===== config.mk =====
export PLATFORM = sky130hd
export DESIGN_NAME = sha1_stream_hasher
export DESIGN_NICKNAME = d
export VERILOG_FILES = /design/src/hdl/sha1sh_pkg.sv /design/src/hdl/sha1_stream_hasher.sv /design/src/hdl/sha1sh_wmem.sv /design/src/hdl/sha1sh_core.sv
export SDC_FILE = /design/constraint.sdc
export NUM_CORES = 2
export LEC_CHECK = 0
export ABC_AREA = 1
export BUFFER_PORTS_ARGS = -buffer_cell sky130_fd_sc_hd__buf_2
export CAP_MARGIN = 20
export CORE_MARGIN = 3
export CORE_UTILIZATION = 57
export DETAILED_ROUTE_END_ITERATION = 6
export PLACE_DENSITY_LB_ADDON = 0.25
export SLEW_MARGIN = 20
export SYNTH_ARGS = -nofsm -noshare
export SYNTH_HDL_FRONTEND = slang
export SYNTH_SLANG_ARGS = --single-unit

===== constraint.sdc =====
create_clock -name clk -period 9.5 [get_ports clk]
set_input_delay 1.9 -clock clk [delete_from_list [all_inputs] [get_ports clk]]
set_output_delay 1.9 -clock clk [all_outputs]
set_load 0.02 [all_outputs]

===== src/hdl/sha1sh_pkg.sv =====
// Shared types, constants and round functions of the SHA-1 stream hasher.
package sha1sh_pkg;

    // Message words in one 64-byte block, and the schedule memory address
    localparam int BLOCK_WORDS = 16;
    typedef logic [3:0] word_addr_t;

    // Round counter boundaries
    localparam logic [6:0] MSG_ROUNDS   = 7'd16;
    localparam logic [6:0] ROUND_PHASE2 = 7'd20;
    localparam logic [6:0] ROUND_PHASE3 = 7'd40;
    localparam logic [6:0] ROUND_PHASE4 = 7'd60;
    localparam logic [6:0] ROUND_COUNT  = 7'd80;

    // Padding: marker byte, byte position where the 64-bit length starts, last byte position
    localparam logic [7:0] PAD_MARKER = 8'h80;
    localparam logic [5:0] LEN_POS    = 6'd56;
    localparam logic [5:0] LAST_POS   = 6'd63;
    localparam logic [63:0] BITS_PER_BYTE = 64'd8;

    // Initial hash values
    localparam logic [31:0] H_INIT [5] = '{
        32'h67452301, 32'hEFCDAB89, 32'h98BADCFE, 32'h10325476, 32'hC3D2E1F0
    };

    // Round constants
    localparam logic [31:0] K_PHASE1 = 32'h5A827999;
    localparam logic [31:0] K_PHASE2 = 32'h6ED9EBA1;
    localparam logic [31:0] K_PHASE3 = 32'h8F1BBCDC;
    localparam logic [31:0] K_PHASE4 = 32'hCA62C1D6;

    // Input transaction
    typedef struct packed {
        logic [7:0] message_byte;
        logic       last_byte;
    } msg_t;

    // Output transaction
    typedef struct packed {
        logic [31:0] digest_a;
        logic [31:0] digest_b;
        logic [31:0] digest_c;
        logic [31:0] digest_d;
        logic [31:0] digest_e;
    } digest_t;

    // Write port of the schedule memory
    typedef struct packed {
        logic        en;
        word_addr_t  addr;
        logic [31:0] data;
    } mem_wr_t;

    // Commands from the byte sequencer to the compression engine
    typedef struct packed {
        logic start;
        logic reinit;
    } core_ctrl_t;

    // Round constant for a given round
    function automatic logic [31:0] sha1_k(input logic [6:0] round);
        logic [31:0] k;
        if (round < ROUND_PHASE2)
            k = K_PHASE1;
        else if (round < ROUND_PHASE3)
            k = K_PHASE2;
        else if (round < ROUND_PHASE4)
            k = K_PHASE3;
        else
            k = K_PHASE4;
        return k;
    endfunction

    // Boolean function for a given round
    function automatic logic [31:0] sha1_f(input logic [6:0] round, input logic [31:0] b,
                                           input logic [31:0] c, input logic [31:0] d);
        logic [31:0] f;
        if (round < ROUND_PHASE2)
            f = (b & c) | (~b & d);
        else if (round < ROUND_PHASE3)
            f = b ^ c ^ d;
        else if (round < ROUND_PHASE4)
            f = (b & c) | (b & d) | (c & d);
        else
            f = b ^ c ^ d;
        return f;
    endfunction

endpackage


===== src/hdl/sha1_stream_hasher.sv =====
// Top level of the SHA-1 stream hasher: byte intake, padding sequencer, digest output.
//
//   channel  direction  handshake               payload
//   msg      in         msg_valid / msg_stall   msg_t    (message_byte, last_byte)
//   digest   out        digest_valid / digest_stall  digest_t (digest_a .. digest_e)
//
// Bytes are taken while a block fills. Each full block then holds the byte input off while
// it is compressed: each round runs as phase 0 and phase 1, since the schedule memory gives
// two reads a cycle, then the hash is folded and done is reported. The final byte adds the
// padding bytes, one or two compressions and a hand-over state.
// Reset clears position, bit count and the hash to the initial values; no clearing pass.
// A waiting digest does not block new bytes; a second digest waits until the first is taken.
module sha1_stream_hasher
    import sha1sh_pkg::*;
(
    input  logic    clk,
    input  logic    rst_n,
    input  logic    msg_valid,
    output logic    msg_stall,
    input  msg_t    msg,
    output logic    digest_valid,
    input  logic    digest_stall,
    output digest_t digest
);

    typedef enum logic [1:0] {
        ST_TAKE,
        ST_PAD,
        ST_COMP,
        ST_FINISH
    } state_t;

    state_t      state_reg;
    logic [5:0]  pos_reg;
    logic [63:0] bit_count_reg;
    logic [23:0] word_reg;
    logic        pad_after_reg;
    logic        last_comp_reg;
    logic        marker_done_reg;
    logic        fin_blk_reg;
    logic        out_valid_reg;
    digest_t     out_reg;

    logic        take_fire;
    logic        byte_fire;
    logic [7:0]  pad_byte;
    logic [7:0]  byte_val;
    logic        out_free;
    logic        core_done;
    core_ctrl_t  core_ctrl;
    mem_wr_t     seq_wr;
    mem_wr_t     core_wr;
    mem_wr_t     mem_wr;
    word_addr_t  rd_addr0, rd_addr1;
    logic [31:0] rd_data0, rd_data1;
    digest_t     hash;

    // Accept bytes only while gathering a block
    assign msg_stall = (state_reg != ST_TAKE);
    assign take_fire = (state_reg == ST_TAKE) && msg_valid;
    assign byte_fire = take_fire || (state_reg == ST_PAD);

    // Padding byte: marker, then zero fill, then the big-endian length in the final block
    always_comb
    begin
        if (!marker_done_reg)
            pad_byte = PAD_MARKER;
        else if (fin_blk_reg && (pos_reg >= LEN_POS))
            pad_byte = bit_count_reg[63:56];
        else
            pad_byte = 8'h00;
    end

    assign byte_val = (state_reg == ST_PAD) ? pad_byte : msg.message_byte;

    // Write a word once its fourth byte arrives
    assign seq_wr.en   = byte_fire && (pos_reg[1:0] == 2'b11);
    assign seq_wr.addr = pos_reg[5:2];
    assign seq_wr.data = {word_reg, byte_val};
    assign mem_wr      = core_wr.en ? core_wr : seq_wr;

    assign out_free         = !out_valid_reg || !digest_stall;
    assign core_ctrl.start  = byte_fire && (pos_reg == LAST_POS);
    assign core_ctrl.reinit = (state_reg == ST_FINISH) && out_free;

    // Gather bytes into the high part of the pending word; latch the digest on hand-over
    always_ff @(posedge clk)
    begin
        if (byte_fire)
        begin
            word_reg <= {word_reg[15:0], byte_val};
        end
        if (core_ctrl.reinit)
        begin
            out_reg <= hash;
        end
    end

    // Sequence intake, padding, compression and digest hand-over
    always_ff @(posedge clk or negedge rst_n)
    begin
        if (!rst_n)
        begin
            state_reg       <= ST_TAKE;
            pos_reg         <= 6'd0;
            bit_count_reg   <= 64'd0;
            pad_after_reg   <= 1'b0;
            last_comp_reg   <= 1'b0;
            marker_done_reg <= 1'b0;
            fin_blk_reg     <= 1'b0;
            out_valid_reg   <= 1'b0;
        end
        else
        begin
            // Drop the digest once taken, unless a new one replaces it
            if (core_ctrl.reinit)
                out_valid_reg <= 1'b1;
            else if (!digest_stall)
                out_valid_reg <= 1'b0;

            case (state_reg)
                ST_TAKE:
                begin
                    if (msg_valid)
                    begin
                        pos_reg         <= pos_reg + 6'd1;
                        bit_count_reg   <= bit_count_reg + BITS_PER_BYTE;
                        marker_done_reg <= 1'b0;
                        fin_blk_reg     <= 1'b0;
                        if (pos_reg == LAST_POS)
                        begin
                            state_reg     <= ST_COMP;
                            pad_after_reg <= msg.last_byte;
                            last_comp_reg <= 1'b0;
                        end
                        else if (msg.last_byte)
                        begin
                            state_reg <= ST_PAD;
                        end
                    end
                end

                ST_PAD:
                begin
                    pos_reg <= pos_reg + 6'd1;
                    if (!marker_done_reg)
                    begin
                        marker_done_reg <= 1'b1;
                    end
                    else if (fin_blk_reg && (pos_reg >= LEN_POS))
                    begin
                        bit_count_reg <= {bit_count_reg[55:0], 8'h00};
                    end

                    if (pos_reg == LAST_POS)
                    begin
                        // Block full: compress; the length goes in the next block if not here
                        state_reg     <= ST_COMP;
                        last_comp_reg <= fin_blk_reg;
                        pad_after_reg <= !fin_blk_reg;
                        fin_blk_reg   <= 1'b1;
                    end
                    else if (!marker_done_reg && (pos_reg < LEN_POS))
                    begin
                        fin_blk_reg <= 1'b1;
                    end
                end

                ST_COMP:
                begin
                    if (core_done)
                    begin
                        if (last_comp_reg)
                            state_reg <= ST_FINISH;
                        else if (pad_after_reg)
                            state_reg <= ST_PAD;
                        else
                            state_reg <= ST_TAKE;
                    end
                end

                ST_FINISH:
                begin
                    if (out_free)
                    begin
                        state_reg <= ST_TAKE;
                    end
                end

                default:
                begin
                    state_reg <= ST_TAKE;
                end
            endcase
        end
    end

    assign digest_valid = out_valid_reg;
    assign digest       = out_reg;

    sha1sh_wmem u_wmem (
        .clk      (clk),
        .wr       (mem_wr),
        .rd_addr0 (rd_addr0),
        .rd_addr1 (rd_addr1),
        .rd_data0 (rd_data0),
        .rd_data1 (rd_data1)
    );

    sha1sh_core u_core (
        .clk      (clk),
        .rst_n    (rst_n),
        .ctrl     (core_ctrl),
        .done     (core_done),
        .rd_addr0 (rd_addr0),
        .rd_addr1 (rd_addr1),
        .rd_data0 (rd_data0),
        .rd_data1 (rd_data1),
        .wr       (core_wr),
        .hash     (hash)
    );

endmodule


===== src/hdl/sha1sh_wmem.sv =====
// Message schedule memory: 16 words, one write port, two registered read ports.
module sha1sh_wmem
    import sha1sh_pkg::*;
(
    input  logic        clk,
    input  mem_wr_t     wr,
    input  word_addr_t  rd_addr0,
    input  word_addr_t  rd_addr1,
    output logic [31:0] rd_data0,
    output logic [31:0] rd_data1
);

    logic [31:0] mem [BLOCK_WORDS];

    // Write one word, read two through registered outputs
    always_ff @(posedge clk)
    begin
        if (wr.en)
        begin
            mem[wr.addr] <= wr.data;
        end
        rd_data0 <= mem[rd_addr0];
        rd_data1 <= mem[rd_addr1];
    end

endmodule


===== src/hdl/sha1sh_core.sv =====
// SHA-1 compression engine: rounds alternate phase 0 and phase 1, schedule kept in place in the memory.
module sha1sh_core
    import sha1sh_pkg::*;
(
    input  logic        clk,
    input  logic        rst_n,
    input  core_ctrl_t  ctrl,
    output logic        done,
    output word_addr_t  rd_addr0,
    output word_addr_t  rd_addr1,
    input  logic [31:0] rd_data0,
    input  logic [31:0] rd_data1,
    output mem_wr_t     wr,
    output digest_t     hash
);

    logic        run_reg;
    logic        phase_reg;
    logic [6:0]  round_reg;
    logic        fin_reg;
    logic        done_reg;
    logic [31:0] h_reg [5];

    logic [31:0] a_reg, b_reg, c_reg, d_reg, e_reg;
    logic [31:0] ek_reg;
    logic [31:0] xor_reg;

    logic [6:0]  calc_round;
    logic        calc_en;
    logic [31:0] w_mix;
    logic [31:0] w_now;
    logic [31:0] t_next;

    // Round finished in phase 0 is the one whose words were read in the previous pair
    assign calc_round = round_reg - 7'd1;
    assign calc_en    = run_reg && !phase_reg && (round_reg != 7'd0);

    // Phase 0 reads w[r-3] and w[r-8]; phase 1 reads w[r-14] and w[r-16] (or w[r])
    always_comb
    begin
        if (!phase_reg)
        begin
            rd_addr0 = round_reg[3:0] + 4'd13;
            rd_addr1 = round_reg[3:0] + 4'd8;
        end
        else
        begin
            rd_addr0 = round_reg[3:0] + 4'd2;
            rd_addr1 = round_reg[3:0];
        end
    end

    // Expand the schedule word, or take the message word directly in the first rounds
    assign w_mix = xor_reg ^ rd_data0 ^ rd_data1;
    assign w_now = (calc_round < MSG_ROUNDS) ? rd_data1 : {w_mix[30:0], w_mix[31]};

    assign t_next = {a_reg[26:0], a_reg[31:27]} + sha1_f(calc_round, b_reg, c_reg, d_reg)
                  + ek_reg + w_now;

    // Write the expanded word back over w[r-16]
    assign wr.en   = calc_en && (calc_round >= MSG_ROUNDS);
    assign wr.addr = calc_round[3:0];
    assign wr.data = w_now;

    // Sequence rounds, fold the working variables into the hash, reload the initial hash on reinit
    always_ff @(posedge clk or negedge rst_n)
    begin
        if (!rst_n)
        begin
            run_reg   <= 1'b0;
            phase_reg <= 1'b0;
            round_reg <= 7'd0;
            fin_reg   <= 1'b0;
            done_reg  <= 1'b0;
            for (int i = 0; i < 5; i++)
            begin
                h_reg[i] <= H_INIT[i];
            end
        end
        else
        begin
            done_reg <= fin_reg;
            fin_reg  <= 1'b0;
            if (ctrl.start)
            begin
                run_reg   <= 1'b1;
                phase_reg <= 1'b0;
                round_reg <= 7'd0;
            end
            else if (run_reg)
            begin
                if (!phase_reg)
                begin
                    if (round_reg == ROUND_COUNT)
                    begin
                        run_reg <= 1'b0;
                        fin_reg <= 1'b1;
                    end
                    else
                    begin
                        phase_reg <= 1'b1;
                    end
                end
                else
                begin
                    phase_reg <= 1'b0;
                    round_reg <= round_reg + 7'd1;
                end
            end

            if (fin_reg)
            begin
                h_reg[0] <= h_reg[0] + a_reg;
                h_reg[1] <= h_reg[1] + b_reg;
                h_reg[2] <= h_reg[2] + c_reg;
                h_reg[3] <= h_reg[3] + d_reg;
                h_reg[4] <= h_reg[4] + e_reg;
            end
            else if (ctrl.reinit)
            begin
                for (int i = 0; i < 5; i++)
                begin
                    h_reg[i] <= H_INIT[i];
                end
            end
        end
    end

    // Working variables and per-round partial sums
    always_ff @(posedge clk)
    begin
        if (ctrl.start)
        begin
            a_reg <= h_reg[0];
            b_reg <= h_reg[1];
            c_reg <= h_reg[2];
            d_reg <= h_reg[3];
            e_reg <= h_reg[4];
        end
        else if (calc_en)
        begin
            a_reg <= t_next;
            b_reg <= a_reg;
            c_reg <= {b_reg[1:0], b_reg[31:2]};
            d_reg <= c_reg;
            e_reg <= d_reg;
        end

        // Phase 1: hold first half of the schedule mix and pre-add e and K
        if (run_reg && phase_reg)
        begin
            xor_reg <= rd_data0 ^ rd_data1;
            ek_reg  <= e_reg + sha1_k(round_reg);
        end
    end

    assign done        = done_reg;
    assign hash.digest_a = h_reg[0];
    assign hash.digest_b = h_reg[1];
    assign hash.digest_c = h_reg[2];
    assign hash.digest_d = h_reg[3];
    assign hash.digest_e = h_reg[4];

endmodule

### Word level (Yosys, flattened, before mapping)

Memory sizes are Yosys's and may differ from the RTL's. A register that Yosys moved wholly into a read port is not among the register bits.
Index checks and enable logic that the tools add are counted.

| cells by class | value |
|---|---|
| add/sub/neg operators | 16 |
| multipliers | 0 |
| div/mod/pow operators | 0 |
| magnitude comparators | 10 |
| equality and inequality tests | 16 |
| shift-type cells | 0 |
| multiplexer cells | 72 |
| bitwise operators | 13 |
| reductions and logical operators | 31 |

Operator list:

| cell | number |
|---|---|
| $mux W32 | 17 |
| $mux W160 | 2 |
| $add A32 B32 Y32 | 9 |
| $mux W64 | 3 |
| $xor A32 B32 Y32 | 5 |
| $and A32 B32 Y32 | 4 |
| $pmux W64 S2 | 1 |
| $or A32 B32 Y32 | 3 |
| $add A64 B4 Y64 const B | 1 |
| $mux W37 | 1 |
| $not A32 Y32 | 1 |
| $mux W31 | 1 |
| $lt A7 B6 Y1 const B | 4 |
| $mux W1 | 25 |
| $mux W8 | 3 |
| $lt A7 B5 Y1 const B | 3 |
| $mux W7 | 3 |
| $mux W2 | 7 |
| $pmux W6 S2 | 1 |
| $reduce_bool A2 Y1 | 6 |
| $logic_and A1 B1 Y1 | 10 |
| $ne A2 B1 Y1 const B | 5 |
| $add A4 B4 Y4 const B | 2 |
| $mux W4 | 2 |
| other kinds (25) | 39 |

| storage, ports and cells | value |
|---|---|
| register bits | 656 |
| bits in latches | 0 |
| memory bits (writable) | 512 |
| bits in read-only memories | 0 |
| bits of input ports | 13 |
| output and inout bits | 162 |
| word-level logic and storage cells | 190 |
| memories | 1 |

Memory list:

| name | depth | bits a word | rd ports | clocked after Yosys merged registers in | write ports | line | RTL |
|---|---|---|---|---|---|---|---|
| u_wmem.mem | 16 | 32 | 2 | 2 | 1 | sha1sh_wmem.sv:13 | `logic [31:0] mem [BLOCK_WORDS];` |

### Logic depth before layout (Yosys ltp)

| logic depth | value |
|---|---|
| depth after elaboration | 11 |
| mapped depth | 36 |
| depth with buffers taken out | 32 |

### Cells and area by module

A second synthesis with hierarchy kept.

| second synthesis, totals | value |
|---|---|
| cells, all modules | 8849 |
| area total of the unflattened synthesis | 72793.6 sq um |

By module, submodules not included:

| module | instances | cells each | area an instance (sq um) | sequential area each (sq um) |
|---|---|---|---|---|
| sha1sh_core | 1 | 4336 | 32578.7 | 11105.7 |
| sha1sh_wmem | 1 | 3317 | 28671.2 | 16656.0 |
| sha1_stream_hasher | 1 | 1196 | 11543.6 | 7377.1 |

### Least setup slack after synthesis

Ideal clock, no wire load.

| path | value |
|---|---|
| path kind | input to register |
| start | input digest_stall |
| end | register u_core.h_reg, in the netlist u_core.hash[72] |
| setup time | 0.129 ns |
| data arrival time | 11.666 ns |
| data required time | 9.371 ns |
| slack | -2.295 ns |
| stages on the path | 6 |
| buffers on the path | 2 |
| cell sequence | a21oi_1 -> nor2_1 -> inv_2 -> buf_2 -> buf_2 -> o21ai_0 |

| on the way | value |
|---|---|
| cells in the longest elaborated chain, start to end | 4 |

Ends and longest elaborated chain:

| element | line | RTL |
|---|---|---|
| from (decl) | sha1_stream_hasher.sv:22 | `input logic digest_stall,` |
| $logic_not A1 Y1 | n/a |  |
| $logic_or A1 B1 Y1 | sha1_stream_hasher.sv:82 | `assign out_free = !out_valid_reg \|\| !digest_stall;` |
| $logic_and A1 B1 Y1 | sha1_stream_hasher.sv:84 | `assign core_ctrl.reinit = (state_reg == ST_FINISH) && out_free;` |
| $reduce_bool A2 Y1 (no source line) | n/a |  |
| to (signal, indexed assignment) | sha1sh_core.sv:77 | `h_reg[i] <= H_INIT[i];` |
| to (signal, indexed assignment) | sha1sh_core.sv:123 | `h_reg[i] <= H_INIT[i];` |
| to (decl) | sha1sh_core.sv:22 | `logic [31:0] h_reg [5];` |

No other way between the ends.
A chain may end at the register's enable or synchronous reset.

### Worst setup path after layout

| path | value |
|---|---|
| start | register u_core.round_reg[1] |
| end | register u_core.a_reg[21], data pin |

| on the way | value |
|---|---|
| cells in the longest elaborated chain, start to end | 10 |
| elaborated cells between the ends (all ways) | 14 |
| classes of those cells | 4 x add/sub; 4 x order compare; 6 x mux |

Ends and longest elaborated chain:

| element | line | RTL |
|---|---|---|
| from (decl) | sha1sh_core.sv:19 | `logic [6:0] round_reg;` |
| from (signal assigned) | sha1sh_core.sv:107 | `round_reg <= round_reg + 7'd1;` |
| $sub A7 B1 Y7 * | sha1sh_core.sv:35 | `assign calc_round = round_reg - 7'd1;` |
| $lt A7 B6 Y1 | sha1sh_pkg.sv:82 | `else if (round < ROUND_PHASE4)` |
| $mux W32 | sha1sh_pkg.sv:82 |  |
| $mux W32 | sha1sh_pkg.sv:80 | `else if (round < ROUND_PHASE3)` |
| $mux W32 | sha1sh_pkg.sv:78 | `if (round < ROUND_PHASE2)` |
| $add A32 B32 Y32 | sha1sh_core.sv:57 | `assign t_next = {a_reg[26:0], a_reg[31:27]} + sha1_f(calc_round, b_reg, c_reg, d_reg)` |
| $add A32 B32 Y32 | sha1sh_core.sv:58 | `+ ek_reg + w_now;` |
| $add A32 B32 Y32 * | sha1sh_core.sv:58 |  |
| $mux W32 * | sha1sh_core.sv:140 | `else if (calc_en)` |
| $mux W32 * | sha1sh_core.sv:132 | `if (ctrl.start)` |
| to (signal assigned) | sha1sh_core.sv:134 | `a_reg <= h_reg[0];` |
| to (signal assigned) | sha1sh_core.sv:142 | `a_reg <= t_next;` |
| to (decl) | sha1sh_core.sv:24 | `logic [31:0] a_reg, b_reg, c_reg, d_reg, e_reg;` |

Every way passes the cells marked *; elsewhere a longest branch is shown, timed or not. The select of a mux whose other input is x is not followed.

==> run metrics <==
largest net degree at the start of global routing 190; post-route ant nets 0; Seq cells post-synth 1229; Synth-to-Final Area Change 9.70%; Clock Latency Late Sink 0.81 ns; R2R Path Start u_core.round_reg[1]; top_reg_cell synth edfxtp_1; first-pass GRT wire length 350 mm; DIE WIDTH 355 um; number of enable flip-flop cells after synthesis 920; Hold-fix buffers, CTS 0; startpoint types flip-flop; CTS tree built; maximum clock path buffer count 3; Top Ports 175; total overflow reported by the global router 0; Antenna Cells 0; DRC 0; Placer Congestion 1.00; fraction of registers with async set/reset 19.9%; sequential area share after synthesis 50.7%; # Max-Cap Violations 0; max reg flops 512; total wire length 236 mm; Layout Skew 0.0367 ns; Setup Total Neg Slack 0 ns; commonest non-fill, non-tap cell in the layout nand2_1; H-tree levels 4; HP Class reg -> reg; Core Box Area 120000 um^2; Post-layout nets 8167; clock transition at the registers of the reported paths 0.07 ns; Worst-Margin Slew 1.17 ns; Clk Tree Root Cell clkbuf_16; CP peak stage delay 1.13 ns; Final Setup Violations 0; Hold Path Origin word_reg[13]; Peak Freq 0.134 GHz; Relative slew margins 22.2%; Vias/cell 6.24; DP HPWL 163 mm; Avg WL per Cell 24.7 um; worst setup path startpoint u_core.round_reg[1]; Mapped Cells 7771; Final Cell Area 76100 um^2; syn_area_per_cell 8.93 um^2; Initial Utilization 57.7%; Crit-path slowest cell dfrtp_4; status completed; commonest cells after routing, fill and taps aside nand2_1 (1394), o21ai_0 (1096), edfxtp_1 (920), inv_1 (871), nor2_1 (717); CP Data Arrival Time 8.03 ns; DIE AREA 126000 um^2; GRT Total Usage 37.0%; DP Area 71700 um^2; die height 355 um; YS warnings 0; synthesized cell area 69400 um^2; clock sinks 1229; layout cells sized above 1 7.91%; Largest Register u_wmem.mem; CTS Buf Count 134; Tcrit/Tclk final 78.8%; Hold Fails Final Rpt 0; Rows 127; DRT Pass-1 Iters 7; vias in the first global route 56100; RSZ-0062 raised after global routing no; initial antenna violation count 7; cts repair resizes 0; Critical Path Most Common Cell nand2_1; via count 59600; Crit. End Element flip-flop; crit-path max FO 85; Post-CTS Setup Bufs 0; Netlist cell types 63; crit path kind reg -> reg; max-slew violation count 0; worst path required time 10.04 ns; Syn Nets 8108; PortBufs 174; DRT iter0 DRCs 7758; fin crit period 7.48 ns
[synthesized netlist by cell type, types with 4 or more instances]
| cell | number | area share [%] |
|---|---|---|
| nand2_1 | 1394 | 7.5 |
| o21ai_0 | 1097 | 7.9 |
| edfxtp_1 | 920 | 40 |
| inv_1 | 873 | 4.7 |
| nor2_1 | 734 | 4.0 |
| a21oi_1 | 487 | 3.5 |
| nand3_1 | 287 | 2.1 |
| ha_1 | 224 | 4.0 |
| clkbuf_1 | 183 | 0.99 |
| dfrtp_1 | 165 | 6.0 |
| o211ai_1 | 137 | 1.5 |
| xor2_1 | 133 | 1.7 |
| o22ai_1 | 117 | 1.1 |
| buf_2 | 113 | 0.82 |
| fa_1 | 100 | 2.9 |
| o221ai_1 | 86 | 1.1 |
| dfstp_2 | 80 | 3.0 |
| nand4_1 | 75 | 0.68 |
| nor3_1 | 69 | 0.50 |
| dfxtp_1 | 64 | 1.8 |
| xnor2_1 | 54 | 0.68 |
| o21ai_1 | 52 | 0.38 |
| a21o_1 | 30 | 0.32 |
| a31oi_1 | 27 | 0.24 |
| o21bai_1 | 27 | 0.29 |
| or2_2 | 27 | 0.24 |
| nor4_1 | 24 | 0.22 |
| a21boi_0 | 19 | 0.21 |
| inv_2 | 19 | 0.10 |
| buf_1 | 17 | 0.092 |
| o311ai_0 | 17 | 0.21 |
| buf_4 | 16 | 0.17 |
| o21a_1 | 15 | 0.16 |
| nand3b_1 | 11 | 0.12 |
| and3_1 | 7 | 0.063 |
| nor2_4 | 7 | 0.11 |
| a22oi_1 | 6 | 0.065 |
| a211oi_1 | 5 | 0.054 |
| a21boi_1 | 4 | 0.043 |
| and2_1 | 4 | 0.036 |
| o21ai_2 | 4 | 0.051 |
| o22a_1 | 4 | 0.051 |
| o311ai_1 | 4 | 0.051 |
[critical path, delay by kind of cell (launching register included)]
family	cells	cell delay (ns)
buffers and inverters	6	1.83
AO/OA/AOI/OAI	3	0.62
flip-flops	1	1.13
AND/OR/NAND/NOR	14	1.54
adder cells (fa/ha/maj)	5	1.96
[area by class of cell]
type                    count  area (um^2)
inverters                 894         3370
clock inverters            61          654
well taps                1612         2020
flip-flops and latches   1229        35100
clock buffers             185         3730
fillers                 10100        44200
multi-input cells        5316        29600
repair buffers            255         1560
[worst paths after layout]
path	depth (start not counted)	endpoint	slack, ns
hold / removal	0	word_reg[21]	0.47
hold reg to reg	0	word_reg[21]	0.47
min in group asynchronous	1	u_core.hash[110]	1.06
max in group asynchronous	2	u_core.round_reg[0]	7.19
setup / recovery	28	u_core.a_reg[21]	2.02
setup reg to reg	28	u_core.a_reg[21]	2.02
[logic make-up after synthesis]
kind of cell | Yosys count | synth area share [%]
compound gates | 2151 | 17.4
xor+xnor | 187 | 2.36
fa+ha+maj | 324 | 6.93
buf+inv | 1226 | 6.95
flops | 1229 | 50.7
simple gates | 2654 | 15.7
[metal layers]
layer  up-vias  wire length (um)  track usage, %
met1     28300             89400            48.5
met2      3604            107000            58.2
met3       752             24000            6.53
met5         -                49               0
met4         8             15800            21.5
li1      27000                 -               -
[through the flow]
step / hold WS [ns] / setup slack, ns / cells / util, %
4_1_cts: 0.462 / 2.18 / 9552 / 63.2
2_1_floorplan: 0.373 / 1.69 / 7771 / -
5_1_grt: 0.473 / 1.55 / 9552 / 63.3
6_report: 0.465 / 2.02 / 9552 / 63.3
3_3_place_gp: 0.446 / 2.19 / 9306 / 59.6
3_5_place_dp: 0.452 / 2.22 / 9306 / 59.6
Power is left out: the tool's default activity adds up to more than one toggle a clock period on the data nets, which glitch-free logic cannot reach.
